## src/rtl/cwt_pkg.sv

```systemverilog
// ----------------------------------------------------------------------------
// cwt_pkg
// Shared types, codes and the microcode program of the card id table.
// ----------------------------------------------------------------------------
package cwt_pkg;

  localparam int UID_W    = 32;
  localparam int OP_W     = 2;
  localparam int STATUS_W = 3;
  localparam int SLOT_W_O = 6;
  localparam int FREE_W_O = 7;
  localparam int STEP_W   = 3;

  // Operations
  localparam logic [OP_W-1:0] OP_SCAN_ALL    = 2'd0;
  localparam logic [OP_W-1:0] OP_SCAN_MASTER = 2'd1;
  localparam logic [OP_W-1:0] OP_ADD         = 2'd2;
  localparam logic [OP_W-1:0] OP_REMOVE      = 2'd3;

  // Result status codes
  localparam logic [STATUS_W-1:0] STATUS_MATCH     = 3'd0;
  localparam logic [STATUS_W-1:0] STATUS_NOMATCH   = 3'd1;
  localparam logic [STATUS_W-1:0] STATUS_ADDED     = 3'd2;
  localparam logic [STATUS_W-1:0] STATUS_DUPLICATE = 3'd3;
  localparam logic [STATUS_W-1:0] STATUS_FULL      = 3'd4;
  localparam logic [STATUS_W-1:0] STATUS_REMOVED   = 3'd5;
  localparam logic [STATUS_W-1:0] STATUS_NOTFOUND  = 3'd6;

  // Configuration register indexes
  localparam logic CFG_MASTER_UID = 1'b0;
  localparam logic CFG_MASTER_EN  = 1'b1;

  // Program steps
  localparam logic [STEP_W-1:0] STEP_CLEAR  = 3'd0;
  localparam logic [STEP_W-1:0] STEP_IDLE   = 3'd1;
  localparam logic [STEP_W-1:0] STEP_PRIME  = 3'd2;
  localparam logic [STEP_W-1:0] STEP_WALK   = 3'd3;
  localparam logic [STEP_W-1:0] STEP_DECIDE = 3'd4;

  typedef enum logic [1:0] {
    AD_HOLD,
    AD_ZERO,
    AD_INC
  } addr_op_t;

  typedef enum logic [2:0] {
    JC_NEXT,
    JC_GOTO,
    JC_ADDR_LAST,
    JC_ACCEPT,
    JC_CMP_LAST,
    JC_OUT_FREE
  } jcond_t;

  typedef struct packed {
    logic              take_item;
    logic              clear_wr;
    logic              cmp_en;
    logic              commit;
    addr_op_t          addr_op;
    jcond_t            jc;
    logic [STEP_W-1:0] target;
  } uword_t;

  typedef struct packed {
    logic accept;
    logic addr_last;
    logic cmp_last;
    logic out_free;
  } seq_cond_t;

  function automatic uword_t ucode_rom(input logic [STEP_W-1:0] pc);
    uword_t w;
    w = '{take_item: 1'b0, clear_wr: 1'b0, cmp_en: 1'b0, commit: 1'b0,
          addr_op: AD_HOLD, jc: JC_GOTO, target: STEP_IDLE};
    case (pc)
      STEP_CLEAR: begin
        w.clear_wr = 1'b1;
        w.addr_op  = AD_INC;
        w.jc       = JC_ADDR_LAST;
        w.target   = STEP_IDLE;
      end
      STEP_IDLE: begin
        w.take_item = 1'b1;
        w.addr_op   = AD_ZERO;
        w.jc        = JC_ACCEPT;
        w.target    = STEP_PRIME;
      end
      STEP_PRIME: begin
        w.addr_op = AD_INC;
        w.jc      = JC_NEXT;
      end
      STEP_WALK: begin
        w.cmp_en  = 1'b1;
        w.addr_op = AD_INC;
        w.jc      = JC_CMP_LAST;
        w.target  = STEP_DECIDE;
      end
      STEP_DECIDE: begin
        w.commit = 1'b1;
        w.jc     = JC_OUT_FREE;
        w.target = STEP_IDLE;
      end
      default: begin
        w.jc     = JC_GOTO;
        w.target = STEP_IDLE;
      end
    endcase
    return w;
  endfunction

endpackage

```

## src/rtl/cwt_seq.sv

```systemverilog
// ----------------------------------------------------------------------------
// cwt_seq
// Step counter and microcode table; issues one control word per cycle.
// ----------------------------------------------------------------------------
module cwt_seq (
  input  logic               clk,
  input  logic               rst_n,
  input  cwt_pkg::seq_cond_t cond,
  output cwt_pkg::uword_t    ctl
);
  import cwt_pkg::*;

  logic [STEP_W-1:0] pc_r;
  logic [STEP_W-1:0] pc_nxt;

  assign ctl = ucode_rom(pc_r);

  always_comb begin
    pc_nxt = pc_r;
    case (ctl.jc)
      JC_NEXT:      pc_nxt = pc_r + STEP_W'(1);
      JC_GOTO:      pc_nxt = ctl.target;
      JC_ADDR_LAST: if (cond.addr_last) pc_nxt = ctl.target;
      JC_ACCEPT:    if (cond.accept)    pc_nxt = ctl.target;
      JC_CMP_LAST:  if (cond.cmp_last)  pc_nxt = ctl.target;
      JC_OUT_FREE:  if (cond.out_free)  pc_nxt = ctl.target;
      default:      pc_nxt = STEP_IDLE;
    endcase
  end

  // Restart with the table clearing pass
  always_ff @(posedge clk) begin
    if (!rst_n) begin
      pc_r <= STEP_CLEAR;
    end else begin
      pc_r <= pc_nxt;
    end
  end

endmodule

```

## src/rtl/card_id_whitelist_table_core.sv

```systemverilog
// ----------------------------------------------------------------------------
// card_id_whitelist_table_core
// Card identifier access list: master slot from configuration, user slots in
// an on-chip table, driven by a small microcoded sequencer.
// ----------------------------------------------------------------------------
// Usage:
//   Input channel (in_valid/in_stall, in_op, in_uid) carries one item: an
//   operation and a scanned identifier. Output channel (out_valid/out_stall)
//   returns exactly one result item per input item: status, slot index,
//   free-slot count and the master flag.
//   Each item walks every user slot once through the single table read port:
//   accept, a step to prime the read, one compare step per user slot and a
//   commit step. A new item is taken only after the previous one commits.
//   After reset a clearing pass marks every user slot empty; in_stall stays
//   high during it, while configuration writes are taken.
//   Results sit in an output register: the next item is accepted and walked
//   while a result is stalled, and the commit step holds until the output
//   register is free. Write master_uid and master_enabled only while idle.
// ----------------------------------------------------------------------------
module card_id_whitelist_table_core #(
  parameter int SLOTS = 64
) (
  input  logic                           clk,
  input  logic                           rst_n,
  // configuration
  input  logic                           cfg_we,
  input  logic                           cfg_index,
  input  logic [cwt_pkg::UID_W-1:0]      cfg_wdata,
  // input channel
  input  logic                           in_valid,
  output logic                           in_stall,
  input  logic [cwt_pkg::OP_W-1:0]       in_op,
  input  logic [cwt_pkg::UID_W-1:0]      in_uid,
  // result channel
  output logic                           out_valid,
  input  logic                           out_stall,
  output logic [cwt_pkg::STATUS_W-1:0]   out_status,
  output logic [cwt_pkg::SLOT_W_O-1:0]   out_slot_index,
  output logic [cwt_pkg::FREE_W_O-1:0]   out_free_slots,
  output logic                           out_master_present
);
  import cwt_pkg::*;

  localparam int USER_SLOTS = SLOTS - 1;
  localparam int ADDR_W     = (USER_SLOTS > 1) ? $clog2(USER_SLOTS) : 1;
  localparam int SLOT_W     = $clog2(SLOTS);
  localparam int CNT_W      = SLOT_W;
  localparam int SLOT_EXT_W = (SLOT_W > SLOT_W_O) ? SLOT_W : SLOT_W_O;
  localparam int FREE_EXT_W = (CNT_W + 1 > FREE_W_O) ? CNT_W + 1 : FREE_W_O;
  localparam int ENTRY_W    = UID_W + 1;
  localparam logic [ADDR_W-1:0] ADDR_LAST = ADDR_W'(USER_SLOTS - 1);

  // Sequencer
  uword_t    ctl;
  seq_cond_t cond;

  // Configuration
  logic [UID_W-1:0] master_uid_r;
  logic             master_en_r;

  // Item and walk state
  logic [OP_W-1:0]   op_r;
  logic [UID_W-1:0]  uid_r;
  logic [ADDR_W-1:0] addr_r;
  logic [ADDR_W-1:0] addr_nxt;
  logic [ADDR_W-1:0] cmp_addr_r;
  logic              match_found_r;
  logic [ADDR_W-1:0] match_addr_r;
  logic              free_found_r;
  logic [ADDR_W-1:0] free_addr_r;
  logic [CNT_W-1:0]  cnt_r;
  logic [CNT_W-1:0]  cnt_nxt;

  // Table: valid bit on top of the identifier
  logic [ENTRY_W-1:0] mem [USER_SLOTS];
  logic [ENTRY_W-1:0] rd_q;
  logic               mem_we;
  logic [ADDR_W-1:0]  mem_wa;
  logic [ENTRY_W-1:0] mem_wd;

  // Result
  logic                  out_valid_r;
  logic [STATUS_W-1:0]   out_status_r;
  logic [SLOT_W_O-1:0]   out_slot_index_r;
  logic [FREE_W_O-1:0]   out_free_slots_r;
  logic                  out_master_present_r;

  logic                  in_accept;
  logic                  out_free;
  logic                  commit_fire;
  logic                  master_hit;
  logic                  entry_hit;
  logic [STATUS_W-1:0]   status_c;
  logic [SLOT_W-1:0]     slot_c;
  logic                  do_add;
  logic                  do_remove;
  logic [SLOT_EXT_W-1:0] slot_ext;
  logic [FREE_EXT_W-1:0] free_ext;

  cwt_seq u_seq (
    .clk   (clk),
    .rst_n (rst_n),
    .cond  (cond),
    .ctl   (ctl)
  );

  assign in_stall    = !ctl.take_item;
  assign in_accept   = in_valid && ctl.take_item;
  assign out_free    = !out_valid_r || !out_stall;
  assign commit_fire = ctl.commit && out_free;

  assign cond.accept    = in_accept;
  assign cond.addr_last = (addr_r == ADDR_LAST);
  assign cond.cmp_last  = (cmp_addr_r == ADDR_LAST);
  assign cond.out_free  = out_free;

  // Configuration writes
  always_ff @(posedge clk) begin
    if (!rst_n) begin
      master_uid_r <= '0;
      master_en_r  <= 1'b0;
    end else if (cfg_we) begin
      case (cfg_index)
        CFG_MASTER_UID: master_uid_r <= cfg_wdata;
        CFG_MASTER_EN:  master_en_r  <= cfg_wdata[0];
        default:        master_en_r  <= master_en_r;
      endcase
    end
  end

  // Address counter: saturate at the last slot so reads stay in range
  always_comb begin
    addr_nxt = addr_r;
    case (ctl.addr_op)
      AD_HOLD: addr_nxt = addr_r;
      AD_ZERO: addr_nxt = '0;
      AD_INC:  addr_nxt = cond.addr_last ? addr_r : addr_r + ADDR_W'(1);
      default: addr_nxt = addr_r;
    endcase
  end

  assign entry_hit = rd_q[UID_W] && (rd_q[UID_W-1:0] == uid_r);

  // Walk: read one slot per cycle; compare the slot read before it, from the registered read data
  always_ff @(posedge clk) begin
    if (!rst_n) begin
      addr_r        <= '0;
      cmp_addr_r    <= '0;
      match_found_r <= 1'b0;
      free_found_r  <= 1'b0;
    end else begin
      addr_r     <= addr_nxt;
      cmp_addr_r <= addr_r;
      if (in_accept) begin
        match_found_r <= 1'b0;
        free_found_r  <= 1'b0;
      end else if (ctl.cmp_en) begin
        // keep the lowest matching slot and the lowest free slot
        if (entry_hit && !match_found_r) begin
          match_found_r <= 1'b1;
        end
        if (!rd_q[UID_W] && !free_found_r) begin
          free_found_r <= 1'b1;
        end
      end
    end
  end

  always_ff @(posedge clk) begin
    if (in_accept) begin
      op_r  <= in_op;
      uid_r <= in_uid;
    end
    if (ctl.cmp_en && entry_hit && !match_found_r) begin
      match_addr_r <= cmp_addr_r;
    end
    if (ctl.cmp_en && !rd_q[UID_W] && !free_found_r) begin
      free_addr_r <= cmp_addr_r;
    end
  end

  // Decide the outcome once the walk is done
  assign master_hit = master_en_r && (master_uid_r == uid_r);

  always_comb begin
    status_c  = STATUS_NOMATCH;
    slot_c    = '0;
    do_add    = 1'b0;
    do_remove = 1'b0;
    case (op_r)
      OP_SCAN_ALL: begin
        if (master_hit) begin
          status_c = STATUS_MATCH;
        end else if (match_found_r) begin
          status_c = STATUS_MATCH;
          slot_c   = SLOT_W'(match_addr_r) + SLOT_W'(1);
        end
      end
      OP_SCAN_MASTER: begin
        if (master_uid_r == uid_r) begin
          status_c = STATUS_MATCH;
        end
      end
      OP_ADD: begin
        if (master_hit || match_found_r) begin
          status_c = STATUS_DUPLICATE;
        end else if (free_found_r) begin
          status_c = STATUS_ADDED;
          slot_c   = SLOT_W'(free_addr_r) + SLOT_W'(1);
          do_add   = 1'b1;
        end else begin
          status_c = STATUS_FULL;
        end
      end
      OP_REMOVE: begin
        if (match_found_r) begin
          status_c  = STATUS_REMOVED;
          slot_c    = SLOT_W'(match_addr_r) + SLOT_W'(1);
          do_remove = 1'b1;
        end else begin
          status_c = STATUS_NOTFOUND;
        end
      end
      default: status_c = STATUS_NOMATCH;
    endcase
  end

  always_comb begin
    cnt_nxt = cnt_r;
    if (commit_fire && do_add) begin
      cnt_nxt = cnt_r - CNT_W'(1);
    end else if (commit_fire && do_remove) begin
      cnt_nxt = cnt_r + CNT_W'(1);
    end
  end

  assign slot_ext = SLOT_EXT_W'(slot_c);
  assign free_ext = FREE_EXT_W'(cnt_nxt) + FREE_EXT_W'(!master_en_r);

  always_ff @(posedge clk) begin
    if (!rst_n) begin
      cnt_r <= CNT_W'(USER_SLOTS);
    end else begin
      cnt_r <= cnt_nxt;
    end
  end

  // Table write port: clearing pass, add or remove
  always_comb begin
    mem_we = 1'b0;
    mem_wa = addr_r;
    mem_wd = '0;
    if (ctl.clear_wr) begin
      mem_we = 1'b1;
    end else if (commit_fire && do_add) begin
      mem_we = 1'b1;
      mem_wa = free_addr_r;
      mem_wd = {1'b1, uid_r};
    end else if (commit_fire && do_remove) begin
      mem_we = 1'b1;
      mem_wa = match_addr_r;
      mem_wd = {1'b0, uid_r};
    end
  end

  always_ff @(posedge clk) begin
    if (mem_we) begin
      mem[mem_wa] <= mem_wd;
    end
    rd_q <= mem[addr_r];
  end

  // Output register: load on commit, drop once taken
  always_ff @(posedge clk) begin
    if (!rst_n) begin
      out_valid_r <= 1'b0;
    end else if (commit_fire) begin
      out_valid_r <= 1'b1;
    end else if (!out_stall) begin
      out_valid_r <= 1'b0;
    end
  end

  always_ff @(posedge clk) begin
    if (commit_fire) begin
      out_status_r         <= status_c;
      out_slot_index_r     <= slot_ext[SLOT_W_O-1:0];
      out_free_slots_r     <= free_ext[FREE_W_O-1:0];
      out_master_present_r <= master_en_r;
    end
  end

  assign out_valid          = out_valid_r;
  assign out_status         = out_status_r;
  assign out_slot_index     = out_slot_index_r;
  assign out_free_slots     = out_free_slots_r;
  assign out_master_present = out_master_present_r;

  // Free count never exceeds the number of user slots
  a_cnt_range: assert property (@(posedge clk) disable iff (!rst_n)
    cnt_r <= CNT_W'(USER_SLOTS))
    else $error("free user count out of range");

  // A committed add takes exactly one slot from the count
  a_add_count: assert property (@(posedge clk) disable iff (!rst_n)
    commit_fire && do_add |=> cnt_r == $past(cnt_r) - CNT_W'(1))
    else $error("add did not decrement free count");

  // Full is reported only when no user slot is free
  a_full_empty: assert property (@(posedge clk) disable iff (!rst_n)
    commit_fire && (status_c == STATUS_FULL) |-> cnt_r == '0)
    else $error("full reported with free slots");

  // Outside the clearing pass the table changes only on a commit
  a_write_commit: assert property (@(posedge clk) disable iff (!rst_n)
    mem_we && !ctl.clear_wr |-> commit_fire && (do_add || do_remove))
    else $error("table written outside commit");

endmodule

```

## config.mk

```make
export PLATFORM = sky130hd
export DESIGN_NAME = card_id_whitelist_table_core
export DESIGN_NICKNAME = d
export VERILOG_FILES = /design/src/rtl/cwt_pkg.sv /design/src/rtl/cwt_seq.sv /design/src/rtl/card_id_whitelist_table_core.sv
export SDC_FILE = /design/constraint.sdc
export NUM_CORES = 2
export LEC_CHECK = 0
export BUFFER_PORTS_ARGS = -buffer_cell sky130_fd_sc_hd__buf_2
export CORE_AREA = 3 3 395 554
export CTS_CLUSTER_DIAMETER = 100
export CTS_CLUSTER_SIZE = 8
export DETAILED_ROUTE_END_ITERATION = 8
export DIE_AREA = 0 0 398 557
export GPL_ROUTABILITY_DRIVEN = 0
export HOLD_SLACK_MARGIN = 0.05
export MAX_ROUTING_LAYER = met4
export PLACE_DENSITY = 0.65
export SYNTH_ARGS = -nofsm -noshare
export SYNTH_HDL_FRONTEND = slang
export SYNTH_SLANG_ARGS = --single-unit
```

## constraint.sdc

```tcl
create_clock -name clk -period 8.64 [get_ports clk]
set_clock_uncertainty 0.1 [all_clocks]
set_input_delay 0.864 -clock clk [delete_from_list [all_inputs] [get_ports clk]]
set_output_delay 0.864 -clock clk [all_outputs]
set_load 0.1 [all_outputs]
```

==> results.txt <==
- The number of cells on the worst reg-to-reg path is 10.
* Number of cells in the finished layout apart from fillers: 7084
- Row cnt: 201
- Count of filler cells inserted in the layout: 17200
- For this design, the sink count on the clock tree is 2232.
- After the first detailed-routing iteration, the DRC count stood at 4148.
* Slack of the worst reg-to-reg path: 2700 ps
- Total grt overflow: 0
* Wire length of the first global-routing pass: 295000 um
- Wires add up to 202000 um.
- Number of flops mapped to enable cells by yosys: 2142
- Entering global routing, the biggest net connects 151 pins.
* Most used standard cell by instance count after synthesis: sky130_fd_sc_hd__edfxtp_1
- The number of setup buffers added after CTS is 0.
* RSZ-0062 raised after global routing: no
- Net count after synthesis: 3831
* Share of flip-flops with an asynchronous set or reset: 0
- The worst-case IR drop observed on VDD is 0.168 mV.
* Synthesized instance count: 3745
- Final number of max-transition violations: 0
- Transition time at the pin with the least slew margin: 1260 ps
- The multi-input combinational cells in the finished layout cover a total of 19100 um2.
- The count of buffers added on input and output ports is 90.
- Via count of the first global-routing pass: 41400
- Clock slew seen by the registers of the worst setup and hold paths: 50 ps
- In this run the worst path has a maximum fanout of 23.
- Count of max-cap constraint violations: 0
- Critical path capture point: mem[20][27]$_DFFE_PP_
- Yosys reg bits: 2232
- Sequential cell area: 66100 um2
* Synth top area share: 0.752
* Class of the most critical setup path: flop to flop
- Ranking of synthesized cells by instance count: 2142 x sky130_fd_sc_hd__edfxtp_1, 639 x sky130_fd_sc_hd__mux4_2, 126 x sky130_fd_sc_hd__nand2_1
- Final Total Pwr: 0.0240 W
- Clock root cell: sky130_fd_sc_hd__clkbuf_16
- Relative max-transition margin: 0.163
* Area of the mapped netlist: 85600 um2
- The later pin in the worst-skew pair is clocked with a latency of 920 ps.
- CTS tree: done
* Pleak: 31.8 nW
- Dividing the detail-routed wire length by the instance count gives 28.5 um.
* Most used cell along the critical path: sky130_fd_sc_hd__nand3_1
- Arrival time at the worst endpoint: 6400 ps
- Result of the run: finished clean
* Largest delay contributor family on the critical path: simple AND/OR/NAND/NOR gates
- Max stage delay on crit path: 1110 ps
- For this run, the number of Yosys warnings is 0.
- The finished cells cover 99400 um2.
* Most instantiated flip-flop cell in the synthesis netlist: sky130_fd_sc_hd__edfxtp_1
- Highest achievable clock rate: 168 MHz
- The worst setup path is captured at a flop.
- The number of clock buffers added by TritonCTS is 328.
- In the routed design, unresolved DRC markers number 0.
* Final number of setup-violating endpoints: 0
- Ports: 91
- The net count of the finished layout is 4205.
- Detailed placement finished with a half-perimeter wire length of 117000 um.
- The floorplan step defined a core boundary enclosing 214000 um2.
- The critical path starts at u_seq.pc_r[1]$_SDFFE_PN0P_.
- The worst setup path is launched from a flop.
- Ranked by total cell area, the synthesized netlist is headed by sky130_fd_sc_hd__edfxtp_1 75%, sky130_fd_sc_hd__mux4_2 17%, sky130_fd_sc_hd__dfxtp_1 2.1%.
- Starting density of the core: 0.400
- Hold crit path type: input pin to flop
* CP required: 9100 ps
- Routed vias: 39900
* Detailed-router iteration count before antenna repair: 6
- Htree depth: 5
- The worst path in the final design needs a cycle of 5940 ps, including I/O delays and setup.
* Avg Inst Size Synth: 22.8 um2
- Die Footprint: 222000 um2
- Area growth syn-to-layout: 16.1%
- Crit-path cells: inv_1 -> ha_1 -> nand2_1 -> a21oi_2 -> nand3_1 -> and2_1 -> a221oi_1 -> nand3_1 -> nor2_4 -> buf_4
- CP Buf/Inv Count: 2
- In this run the critical register-to-register path is captured at mem[20][27]$_DFFE_PP_.
- The number of gates resized after CTS was 0.
- The initial antenna violation count is 11.
* Aggregate global-route resource usage: 0.189
* Number of library cell types mapped by synthesis: 51
- In this run, placement finished with an instance count of 6595.
* Instance area after placement: 90200 um2
- For this run, the register share of the synthesized area comes to 0.773.
- The clock passes through at most 4 buffers.
- Setup TNS after final layout: 0 ps
* Die X-Extent: 398 um
- Dividing the final minimum period by the clock period gives 0.688.
- Worst R2R Start: u_seq.pc_r[1]$_SDFFE_PN0P_
- The largest individual stage delay along the critical path comes from the cell sky130_fd_sc_hd__nor2_4.
- Vertical die dimension: 557 um
- Summed over all instances, the cell type with the most area after synthesis is sky130_fd_sc_hd__edfxtp_1.
- Power per unit of standard cell area: 242 nW/um2
- Fraction of layout instances using a drive strength above 1: 0.302
* Hold Slack: 118 ps
* Number of cells on the critical path: 10
- The count of nets left with antenna violations once routing finished came out at 0.
* Vias per inst: 5.63
- The final hold violation count is 0.
==> how the worst min path moves through the flow <==
stage,startpoint,endpoint,slack (ps),depth (start not counted)
2_1_floorplan,cmp_addr_r[3]$_SDFF_PN0_,free_addr_r[3]$_DFFE_PP_,320,0
3_3_place_gp,cmp_addr_r[3]$_SDFF_PN0_,match_addr_r[3]$_DFFE_PP_,330,0
3_5_place_dp,cmp_addr_r[3]$_SDFF_PN0_,free_addr_r[3]$_DFFE_PP_,340,0
4_1_cts,cfg_wdata[20],master_uid_r[20]$_SDFFE_PN0P_,50,3
5_1_grt,cfg_wdata[20],master_uid_r[20]$_SDFFE_PN0P_,100,3
6_report,cfg_wdata[20],master_uid_r[20]$_SDFFE_PN0P_,120,3
==> logic make-up after synthesis <==
group / count (synthesis) / synth area share
compound gates: 149 / 0.0116
xor+xnor: 86 / 0.00880
fa+ha+maj: 14 / 0.00205
buf+inv: 211 / 0.0102
flops: 2232 / 0.773
mux: 697 / 0.175
simple gates: 356 / 0.0195
==> worst reg2reg max path: stages (launching register included) <==
cell and delay [ps]:
sky130_fd_sc_hd__dfxtp_1 370, sky130_fd_sc_hd__inv_1 190, sky130_fd_sc_hd__ha_1 260, sky130_fd_sc_hd__nand2_1 100, sky130_fd_sc_hd__a21oi_2 770, sky130_fd_sc_hd__nand3_1 490, sky130_fd_sc_hd__and2_1 430, sky130_fd_sc_hd__a221oi_1 500
sky130_fd_sc_hd__nand3_1 910, sky130_fd_sc_hd__nor2_4 1120, sky130_fd_sc_hd__buf_4 360
==> per-stage QoR <==
stage                      util  setup WS (ps)
final                     0.464           2700
after global routing      0.464           2320
after CTS                 0.464           2660
after detailed placement  0.421           2730
after global placement    0.421           2770
after floorplan               -           3260
==> where the power goes <==
group | switching, W | total, W | internal, W
Combinational | 0.000551 | 0.000999 | 0.000448
Clock | 0.00423 | 0.0111 | 0.00688
Sequential | 0.000102 | 0.0119 | 0.0118
==> registers in the layout (all words and copies together), names as in the netlist <==
name,cells
out_status,3
match_addr_r,6
addr_r,6
out_valid,1
op_r,2
uid_r,32
free_addr_r,6
out_master_present,1
out_slot_index,6
u_seq.pc_r,3
cnt_r,6
out_free_slots,7
cmp_addr_r,6
match_found_r,1
master_en_r,1
master_uid_r,32
mem,2079
free_found_r,1
rd_q,33
==> layout make-up <==
| class | count | share of cell area |
|---|---|---|
| sequential | 2232 | 0.666 |
| multi-input combinational | 1302 | 0.192 |
| clock buffer | 443 | 0.0876 |
| tap | 2842 | 0.0358 |
| timing repair buffer | 233 | 0.0170 |
| clock inverter | 8 | 0.000995 |
| inverter | 22 | 0.000907 |
| antenna | 2 | 0.0000504 |
==> cells in the final DEF (no fill, tap or decap), types with 3 or more instances in the layout <==
cell	synthesis	layout
sky130_fd_sc_hd__mux4_2	639	639
sky130_fd_sc_hd__a21oi_1	24	23
sky130_fd_sc_hd__nand3_1	23	23
sky130_fd_sc_hd__buf_12	0	6
sky130_fd_sc_hd__nor2_1	86	23
sky130_fd_sc_hd__clkbuf_1	103	112
sky130_fd_sc_hd__dlygate4sd3_1	0	36
sky130_fd_sc_hd__and2_2	0	28
sky130_fd_sc_hd__dfxtp_4	0	4
sky130_fd_sc_hd__and2_1	45	17
sky130_fd_sc_hd__a221oi_1	3	3
sky130_fd_sc_hd__nor4_1	12	12
sky130_fd_sc_hd__buf_2	56	90
sky130_fd_sc_hd__dfxtp_1	90	85
sky130_fd_sc_hd__nor2b_1	16	15
sky130_fd_sc_hd__ha_1	14	14
sky130_fd_sc_hd__nand2b_1	5	5
sky130_fd_sc_hd__inv_1	20	20
sky130_fd_sc_hd__a211oi_1	10	10
sky130_fd_sc_hd__xnor2_1	32	32
sky130_fd_sc_hd__inv_6	0	6
sky130_fd_sc_hd__and3_1	3	3
sky130_fd_sc_hd__nor3_1	15	15
sky130_fd_sc_hd__a221o_1	4	4
sky130_fd_sc_hd__a21boi_0	34	34
sky130_fd_sc_hd__nand2_1	126	126
sky130_fd_sc_hd__xor2_1	54	54
sky130_fd_sc_hd__nor2_4	0	63
sky130_fd_sc_hd__mux2i_1	58	58
sky130_fd_sc_hd__o22ai_1	15	15
sky130_fd_sc_hd__o21a_1	3	3
sky130_fd_sc_hd__buf_4	3	101
sky130_fd_sc_hd__edfxtp_1	2142	2142
sky130_fd_sc_hd__clkbuf_16	0	331
sky130_fd_sc_hd__or3_1	5	5
sky130_fd_sc_hd__nand4_1	14	14
sky130_fd_sc_hd__o21ai_0	41	41
sky130_fd_sc_hd__o211ai_1	3	3
==> layer usage <==
| layer | track usage | routed length [um] | up-vias |
|---|---|---|---|
| li1 | - | - | 16500 |
| met3 | 0.0323 | 14300 | 303 |
| met5 | - | 0 | - |
| met1 | 0.247 | 79700 | 21500 |
| met2 | 0.307 | 104000 | 1622 |
| met4 | 0.0514 | 4450 | 0 |
==> repair_timing <==
item,in CTS,in global routing
hold buffers,36,0
endpoints found under the hold margin,36,0
setup endpoints to repair,0,0
No activity file was read; power rests on OpenSTA's default activity.
